**src/hdl/isfc_pkg.sv**
```systemverilog
// Shared types, constants and the byte-wide CRC step for the SPI frame codec.
package isfc_pkg;

    // Frame geometry
    localparam int FRAME_W   = 48;
    localparam int CRC_BYTES = FRAME_W / 8;

    // CRC-8 definition, MSB first
    localparam logic [7:0] CRC_POLY = 8'h2F;
    localparam logic [7:0] CRC_INIT = 8'hFF;

    // Opcodes
    localparam logic [1:0] OP_READ  = 2'd0;
    localparam logic [1:0] OP_WRITE = 2'd1;
    localparam logic [1:0] OP_CHECK = 2'd2;

    // One beat in flight through the CRC pipeline
    typedef struct packed {
        logic               valid;
        logic [1:0]         opcode;
        logic [FRAME_W-1:0] frame;
        logic [7:0]         crc;
    } stage_t;

    // Eight MSB-first CRC steps over one data byte
    function automatic logic [7:0] crc_byte(input logic [7:0] crc_in, input logic [7:0] data);
        logic [7:0] c;
        c = crc_in;
        for (int i = 7; i >= 0; i--) begin
            if (c[7]) begin
                c = {c[6:0], data[i]} ^ CRC_POLY;
            end else begin
                c = {c[6:0], data[i]};
            end
        end
        return c;
    endfunction

endpackage

```
**src/hdl/isfc_prep.sv**
```systemverilog
// Input stage: assembles the request frame or takes the received frame.
module isfc_prep
    import isfc_pkg::*;
(
    input  logic               aclk,
    input  logic               aresetn,
    input  logic               advance,
    input  logic               in_valid,
    input  logic [1:0]         opcode,
    input  logic [9:0]         reg_addr,
    input  logic [19:0]        write_data,
    input  logic [FRAME_W-1:0] frame_in,
    output stage_t             stage_out
);

    logic               valid_reg;
    logic [1:0]         opcode_reg;
    logic [FRAME_W-1:0] frame_reg;
    logic [FRAME_W-1:0] frame_next;
    logic               is_write;

    // Request layout: addr, write flag, fixed one at bit 35, data, CRC slot
    assign is_write = (opcode == OP_WRITE);

    always_comb begin
        if (opcode == OP_CHECK) begin
            frame_next = frame_in;
        end else begin
            frame_next = {reg_addr, is_write, 1'b0, 1'b1, 7'd0,
                          is_write ? write_data : 20'd0, 8'd0};
        end
    end

    // Valid bit
    always_ff @(posedge aclk) begin
        if (!aresetn) begin
            valid_reg <= 1'b0;
        end else if (advance) begin
            valid_reg <= in_valid;
        end
    end

    // Payload
    always_ff @(posedge aclk) begin
        if (advance) begin
            opcode_reg <= opcode;
            frame_reg  <= frame_next;
        end
    end

    assign stage_out = '{valid: valid_reg, opcode: opcode_reg, frame: frame_reg, crc: CRC_INIT};

endmodule

```
**src/hdl/isfc_crc_stage.sv**
```systemverilog
// One CRC pipeline stage: folds one frame byte into the running CRC.
module isfc_crc_stage
    import isfc_pkg::*;
(
    input  logic       aclk,
    input  logic       aresetn,
    input  logic       advance,
    input  stage_t     stage_in,
    input  logic [7:0] data_byte,
    output stage_t     stage_out
);

    logic               valid_reg;
    logic [1:0]         opcode_reg;
    logic [FRAME_W-1:0] frame_reg;
    logic [7:0]         crc_reg;
    logic [7:0]         crc_next;

    assign crc_next = crc_byte(stage_in.crc, data_byte);

    // Valid bit
    always_ff @(posedge aclk) begin
        if (!aresetn) begin
            valid_reg <= 1'b0;
        end else if (advance) begin
            valid_reg <= stage_in.valid;
        end
    end

    // Payload
    always_ff @(posedge aclk) begin
        if (advance) begin
            opcode_reg <= stage_in.opcode;
            frame_reg  <= stage_in.frame;
            crc_reg    <= crc_next;
        end
    end

    assign stage_out = '{valid: valid_reg, opcode: opcode_reg, frame: frame_reg, crc: crc_reg};

endmodule

```
**src/hdl/isfc_out.sv**
```systemverilog
// Output stage: CRC compare, field extraction and the result register.
module isfc_out
    import isfc_pkg::*;
(
    input  logic               aclk,
    input  logic               aresetn,
    input  logic               advance,
    input  stage_t             stage_in,
    output logic               out_valid,
    output logic [FRAME_W-1:0] frame_out,
    output logic               crc_ok,
    output logic [7:0]         crc_value,
    output logic [9:0]         source_addr,
    output logic signed [19:0] value20,
    output logic signed [15:0] temp_code,
    output logic [15:0]        reg_data16
);

    logic               valid_reg;
    logic [FRAME_W-1:0] frame_reg,  frame_next;
    logic               ok_reg,     ok_next;
    logic [7:0]         crc_reg,    crc_next;
    logic [9:0]         addr_reg,   addr_next;
    logic [19:0]        val_reg,    val_next;
    logic [15:0]        rdata_reg,  rdata_next;
    logic               match;

    assign match = (stage_in.crc == stage_in.frame[7:0]);

    // Result fields by opcode
    always_comb begin
        frame_next = '0;
        ok_next    = 1'b0;
        crc_next   = 8'd0;
        addr_next  = 10'd0;
        val_next   = 20'd0;
        rdata_next = 16'd0;
        case (stage_in.opcode)
            OP_READ, OP_WRITE: begin
                frame_next = {stage_in.frame[FRAME_W-1:8], stage_in.crc};
                ok_next    = 1'b1;
                crc_next   = stage_in.crc;
            end
            OP_CHECK: begin
                crc_next = stage_in.crc;
                ok_next  = match;
                if (match) begin
                    addr_next  = stage_in.frame[46:37];
                    val_next   = stage_in.frame[27:8];
                    rdata_next = stage_in.frame[23:8];
                end
            end
            default: begin
                ok_next = 1'b0;
            end
        endcase
    end

    // Valid bit
    always_ff @(posedge aclk) begin
        if (!aresetn) begin
            valid_reg <= 1'b0;
        end else if (advance) begin
            valid_reg <= stage_in.valid;
        end
    end

    // Payload
    always_ff @(posedge aclk) begin
        if (advance) begin
            frame_reg <= frame_next;
            ok_reg    <= ok_next;
            crc_reg   <= crc_next;
            addr_reg  <= addr_next;
            val_reg   <= val_next;
            rdata_reg <= rdata_next;
        end
    end

    assign out_valid   = valid_reg;
    assign frame_out   = frame_reg;
    assign crc_ok      = ok_reg;
    assign crc_value   = crc_reg;
    assign source_addr = addr_reg;
    assign value20     = val_reg;
    assign temp_code   = val_reg[19:4];
    assign reg_data16  = rdata_reg;

endmodule

```
**src/hdl/imu_spi48_frame_codec.sv**
```systemverilog
// Eight register stages (prep, six CRC byte stages, output) lie between an accepted
// input beat and m_valid, the first loaded at the accepting edge.
// Throughput: one beat per cycle unless stalled; the CRC folds one byte per stage.
// Back pressure: all stages advance together; s_ready = !m_valid || m_ready.
// Reset: aresetn synchronous, active low; clears all valid bits, payload is not reset.
// Top level of the 48-bit SPI frame codec.
module imu_spi48_frame_codec
    import isfc_pkg::*;
(
    input  logic               aclk,
    input  logic               aresetn,
    input  logic               s_valid,
    output logic               s_ready,
    input  logic [1:0]         s_opcode,
    input  logic [9:0]         s_reg_addr,
    input  logic [19:0]        s_write_data,
    input  logic [47:0]        s_frame_in,
    output logic               m_valid,
    input  logic               m_ready,
    output logic [47:0]        m_frame_out,
    output logic               m_crc_ok,
    output logic [7:0]         m_crc_value,
    output logic [9:0]         m_source_addr,
    output logic signed [19:0] m_value20,
    output logic signed [15:0] m_temp_code,
    output logic [15:0]        m_reg_data16
);

    logic   advance;
    stage_t crc_pipe [0:CRC_BYTES];

    // Whole pipeline moves when the result register can take a beat
    assign advance = !m_valid || m_ready;
    assign s_ready = advance;

    isfc_prep u_prep (
        .aclk       (aclk),
        .aresetn    (aresetn),
        .advance    (advance),
        .in_valid   (s_valid),
        .opcode     (s_opcode),
        .reg_addr   (s_reg_addr),
        .write_data (s_write_data),
        .frame_in   (s_frame_in),
        .stage_out  (crc_pipe[0])
    );

    // CRC stages, high byte first; the CRC slot counts as zero
    for (genvar i = 0; i < CRC_BYTES; i++) begin : g_crc
        logic [7:0] data_byte;
        if (i == CRC_BYTES - 1) begin : g_slot
            assign data_byte = 8'd0;
        end else begin : g_data
            assign data_byte = crc_pipe[i].frame[FRAME_W-1-8*i -: 8];
        end

        isfc_crc_stage u_stage (
            .aclk      (aclk),
            .aresetn   (aresetn),
            .advance   (advance),
            .stage_in  (crc_pipe[i]),
            .data_byte (data_byte),
            .stage_out (crc_pipe[i+1])
        );
    end

    isfc_out u_out (
        .aclk        (aclk),
        .aresetn     (aresetn),
        .advance     (advance),
        .stage_in    (crc_pipe[CRC_BYTES]),
        .out_valid   (m_valid),
        .frame_out   (m_frame_out),
        .crc_ok      (m_crc_ok),
        .crc_value   (m_crc_value),
        .source_addr (m_source_addr),
        .value20     (m_value20),
        .temp_code   (m_temp_code),
        .reg_data16  (m_reg_data16)
    );

`ifndef SYNTHESIS
    // A built frame carries its own CRC in the low byte
    assert property (@(posedge aclk) disable iff (!aresetn)
        m_valid && (m_frame_out != 48'd0) |-> m_crc_ok && (m_frame_out[7:0] == m_crc_value))
        else $error("built frame CRC slot mismatch");

    // Failed check leaves every decoded field zero
    assert property (@(posedge aclk) disable iff (!aresetn)
        m_valid && !m_crc_ok |-> (m_source_addr == 10'd0) && (m_value20 == 20'sd0)
                                 && (m_reg_data16 == 16'd0) && (m_frame_out == 48'd0))
        else $error("decoded fields not cleared on CRC failure");

    // Temperature is the top sixteen bits of the value
    assert property (@(posedge aclk) disable iff (!aresetn)
        m_valid |-> (m_temp_code == m_value20[19:4]))
        else $error("temperature field inconsistent with value");

    // An accepted beat reaches the result register when nothing stalls
    assert property (@(posedge aclk) disable iff (!aresetn)
        (s_valid && s_ready) ##1 advance ##1 advance ##1 advance ##1 advance
            ##1 advance ##1 advance ##1 advance |=> m_valid)
        else $error("beat lost in pipeline");
`endif

endmodule
```
**config.mk**
```make
export PLATFORM = sky130hd
export DESIGN_NAME = imu_spi48_frame_codec
export DESIGN_NICKNAME = d
export VERILOG_FILES = /design/src/hdl/isfc_pkg.sv /design/src/hdl/isfc_prep.sv /design/src/hdl/isfc_crc_stage.sv /design/src/hdl/isfc_out.sv /design/src/hdl/imu_spi48_frame_codec.sv
export SDC_FILE = /design/constraint.sdc
export NUM_CORES = 1
export LEC_CHECK = 0
export BUFFER_PORTS_ARGS = -buffer_cell sky130_fd_sc_hd__buf_2
export CAP_MARGIN = 20
export CORE_ASPECT_RATIO = 1.5
export CORE_MARGIN = 2
export CORE_UTILIZATION = 36
export DETAILED_ROUTE_END_ITERATION = 8
export PLACE_DENSITY_LB_ADDON = 0.05
export SLEW_MARGIN = 30
export SYNTH_ARGS = -nofsm -noshare
export SYNTH_HDL_FRONTEND = slang
export SYNTH_SLANG_ARGS = --single-unit
export TNS_END_PERCENT = 100
```
**constraint.sdc**
```tcl
create_clock -name aclk -period 37.8 [get_ports aclk]
set_input_delay 5.67 -clock aclk [delete_from_list [all_inputs] [get_ports aclk]]
set_output_delay 5.67 -clock aclk [all_outputs]
set_load 0.02 [all_outputs]
```
==> summary.txt <==
Hold path
  • Hold Startpoint: g_crc[4].u_stage.frame_reg[31]$_DFFE_PP_
  • Type of the worst min-delay path: reg -> reg

Run status
  • Run status: completed

Placement
  • Count of buffers inserted at the top-level ports: 204
  • Hpwl dp: 16,300 microns
  • GPL Wtd Cong: 0.743
  • Placed Instances: roughly 1,600

Worst setup path
  • Worst Setup SP: m_ready
  • Startpoint class of the critical path: input port
  • Number of gates on the worst path with buffers counted: 4
  • WS Path Type: in -> out
  • Crit path max-delay cell type: sky130_fd_sc_hd__nor2b_1
  • CP bufs+invs: 3
  • Cell chain of the critical path: buf_2 > nor2b_1 > inv_8 > buf_2
  • Source of the worst register-to-register timing path: u_out.out_valid$_SDFFE_PN0P_
  • Cell occurring most often along the worst timing path: sky130_fd_sc_hd__buf_2
  • Kind of end point of the critical path: output pin
  • Category of cells accounting for the largest share of critical-path delay: buffers and inverters
  • Crit path required time: between 30 and 40 ns
  • Critical R2R Capture: u_out.crc_value[3]$_SDFFCE_PN0P_
  • Critical Path AT: 7.32 ns
  • Worst reg2reg setup slack: 35.26 ns
  • Critical Path End: s_ready
  • Number of cell instances on the worst register-to-register path: 4
  • Slowest stage delay, CP: around 0.62 ns
  • CP Max Fanout: 113

STA
  • Transition at the pin with the smallest max-transition slack: 0.878 ns
  • Total of endpoints with negative setup slack in the final report: 0
  • Highest clock rate: approximately 0.077 GHz
  • Setup TNS: 0 ns
  • Final Hold Fails: 0
  • Unrepaired setup endpoints after global routing: no
  • Final count of pins violating max slew: 0
  • Minimum clock period after layout: 12.99 ns
  • Final hold slack: approximately 0.4 ns
  • Share of the clock period used by the worst path: 34.4%
  • Headroom to the max-slew limit: 41.4%
  • Clock skew after layout: 0.0202 ns

Pwr
  • Design Power: 1430 uW
  • Pwr dens: ~70 mW/mm^2
  • Peak supply drop: 36.6 uV
  • Flop pwr share: 50.1%
  • Fraction of power consumed by the clock network: between 30% and 40%
  • Leakage power summed over all cells: 0.00821 uW
  • Power share of the combinational group: 17.8%
  • Internal cell power: roughly 1100 uW
  • Net Sw Power: 345 uW
  • Switching share of power: 24.1%

Logic synthesis
  • Post-synthesis sequential area ratio: 84.1%
  • Dominant cells by area after synthesis: sky130_fd_sc_hd__edfxtp_1 83%, sky130_fd_sc_hd__xnor2_1 4.9%, sky130_fd_sc_hd__buf_4 1.4%, sky130_fd_sc_hd__nor4_1 1.1%, sky130_fd_sc_hd__a22o_1 1.0%
  • Largest area contributor in the netlist: sky130_fd_sc_hd__edfxtp_1
  • Number of register bits inferred by synthesis: 487
  • Synthesized instance count: 866
  • Share of synthesized flip-flops with an asynchronous set or reset: 0%
  • Mean instance size in the synthesized netlist: around 20 sq um
  • Post-synth EDFFs: 479
  • Syn Nets: 950
  • Total of warnings raised by yosys: 0
  • Count of different cell masters after synthesis: 29
  • Top flip-flop cell by instance count after synthesis: sky130_fd_sc_hd__edfxtp_1
  • Fraction of synthesized cell area taken by the top area cell type: a little over four fifths
  • Netlist area before placement: approximately 0.017 sq mm

Route
  • Vias after detailed routing: 7,316
  • Routed Antenna Nets: 0
  • 1st-iter DRT viols: 449
  • Post-route DRC: 0
  • Wire length per cell after detailed routing: 15.5 microns
  • Pre-antenna DRT Iters: 4
  • Number of vias per cell after detailed routing: 4.27
  • Overall routed net length: 26,500 microns

CTS
  • Clock latency reported for the late side of the worst-skew pair: 0.55 ns
  • Clk pin slew, worst setup/hold paths: 0.06 ns
  • Post-cts repair resize count: 0
  • CTS tree: built
  • H-tree depth: 2
  • Num Clock Sinks: 487
  • TritonCTS Buffers: 48
  • Bufs on Longest Clock Path: 3
  • Clock tree root driver cell: sky130_fd_sc_hd__clkbuf_16
  • Buffers inserted during post-CTS setup optimization: 0
  • Number of hold buffers added after CTS: 0

Global route
  • Largest net degree at the start of global routing: 158
  • First-pass GRT wire length: 41,800 microns
  • Gr ovfl total: 0
  • Number of antenna violations at the first check in global routing: 0
  • Number of global-route vias before repair: 7,455
  • GRT Util Overall: 10.8%

Floorplan
  • Die Wd: around 180 microns
  • Number of top-level pins: between 200 and 250
  • Std cell rows: 98
  • Core Footprint: 0.0476 sq mm
  • Die Y-Extent: approximately 270 microns
  • Effective utilization at floorplan: 36.3%
  • Floorplan die area: 0.0498 sq mm

Finish
  • Filler-free cell count of the finished design: approximately 1,700
  • Antenna Cells: 0
  • Layout Utilization: 42.8%
  • Commonest non-fill, non-tap cell in the layout: sky130_fd_sc_hd__edfxtp_1
  • Most frequent cells in the layout: 479 x sky130_fd_sc_hd__edfxtp_1, 204 x sky130_fd_sc_hd__buf_2, 96 x sky130_fd_sc_hd__xnor2_1
  • Post-layout nets: 1,160
  • Filler cell count in the final layout: 4,259
  • Share of post-route cells with drive strength above 1: 26.8%
  • Max reg flops: 282
  • Synth-to-layout area growth: 17.9%

Flow run
  • Reported max-cap violation count: 0
## layout make-up
cell class	instances	area, sq um	area share [%]
multi-input cells	292	2300	11.3
well taps	600	751	3.68
clock inverters	25	196	0.964
flip-flops and latches	487	14500	71.3
repair buffers	214	1120	5.52
clock buffers	63	1340	6.57
inverters	33	131	0.644
## layer usage
metal  track usage [%]  share of wire (%)  vias to the layer above
met4              4.48                3.2                        0
met1              13.1                 41                     3452
met3              2.22                4.9                       56
li1                  -                  -                     3612
met5                 0                  0                        -
met2              18.7                 51                      196
## worst register-to-register path, stage by stage, from the launching register on
cell	delay, ns
sky130_fd_sc_hd__dfxtp_1	0.31
sky130_fd_sc_hd__nor2b_1	0.65
sky130_fd_sc_hd__inv_8	0.40
sky130_fd_sc_hd__buf_4	0.61
sky130_fd_sc_hd__buf_12	0.28
## cell families (layout without fill, tap and decap cells)
group	after synthesis	after routing	share of synthesized area (%)
simple gates	124	124	3.84
compound gates	30	30	1.45
mux	10	10	0.651
xor+xnor	128	128	7.31
buf+inv	87	335	2.61
flops	487	487	84.1
## power by group through the flow
stage	Clock, uW	Sequential [uW]	Combinational, uW
after floorplan	0	729	201
after global placement	0	732	259
after detailed placement	0	733	259
after CTS	480	721	261
after global routing	500	726	280
final	460	719	255
## cell usage after synthesis (4+ instances only)
library cell	instances
sky130_fd_sc_hd__edfxtp_1	479
sky130_fd_sc_hd__xnor3_1	6
sky130_fd_sc_hd__nor4_1	30
sky130_fd_sc_hd__nor2b_1	21
sky130_fd_sc_hd__xnor2_1	96
sky130_fd_sc_hd__a22o_1	20
sky130_fd_sc_hd__a21boi_0	7
sky130_fd_sc_hd__nand2_1	15
sky130_fd_sc_hd__buf_1	4
sky130_fd_sc_hd__buf_2	4
sky130_fd_sc_hd__inv_1	32
sky130_fd_sc_hd__nor2_1	30
sky130_fd_sc_hd__clkbuf_1	14
sky130_fd_sc_hd__dfxtp_1	8
sky130_fd_sc_hd__mux2_2	10
sky130_fd_sc_hd__buf_4	32
sky130_fd_sc_hd__xor2_1	20
sky130_fd_sc_hd__and2_1	24
## metrics by stage
step,setup slack [ns],area (sq um)
final,24.81,20400
after CTS,24.83,20400
after global placement,24.87,18800
after detailed placement,24.83,18800
after global routing,24.66,20400
after floorplan,17.38,17300
## worst min path at each step
stage,end,slack [ns],cells past startpoint
after floorplan,g_crc[0].u_stage.crc_reg[0]$_DFFE_PP_,0.40,0
after global placement,g_crc[5].u_stage.frame_reg[28]$_DFFE_PP_,0.40,0
after detailed placement,g_crc[0].u_stage.frame_reg[16]$_DFFE_PP_,0.40,0
after CTS,g_crc[5].u_stage.frame_reg[31]$_DFFE_PP_,0.41,0
after global routing,g_crc[5].u_stage.opcode_reg[1]$_DFFE_PP_,0.41,0
final,g_crc[5].u_stage.frame_reg[31]$_DFFE_PP_,0.40,0
Power figures use the tool's default switching activity.
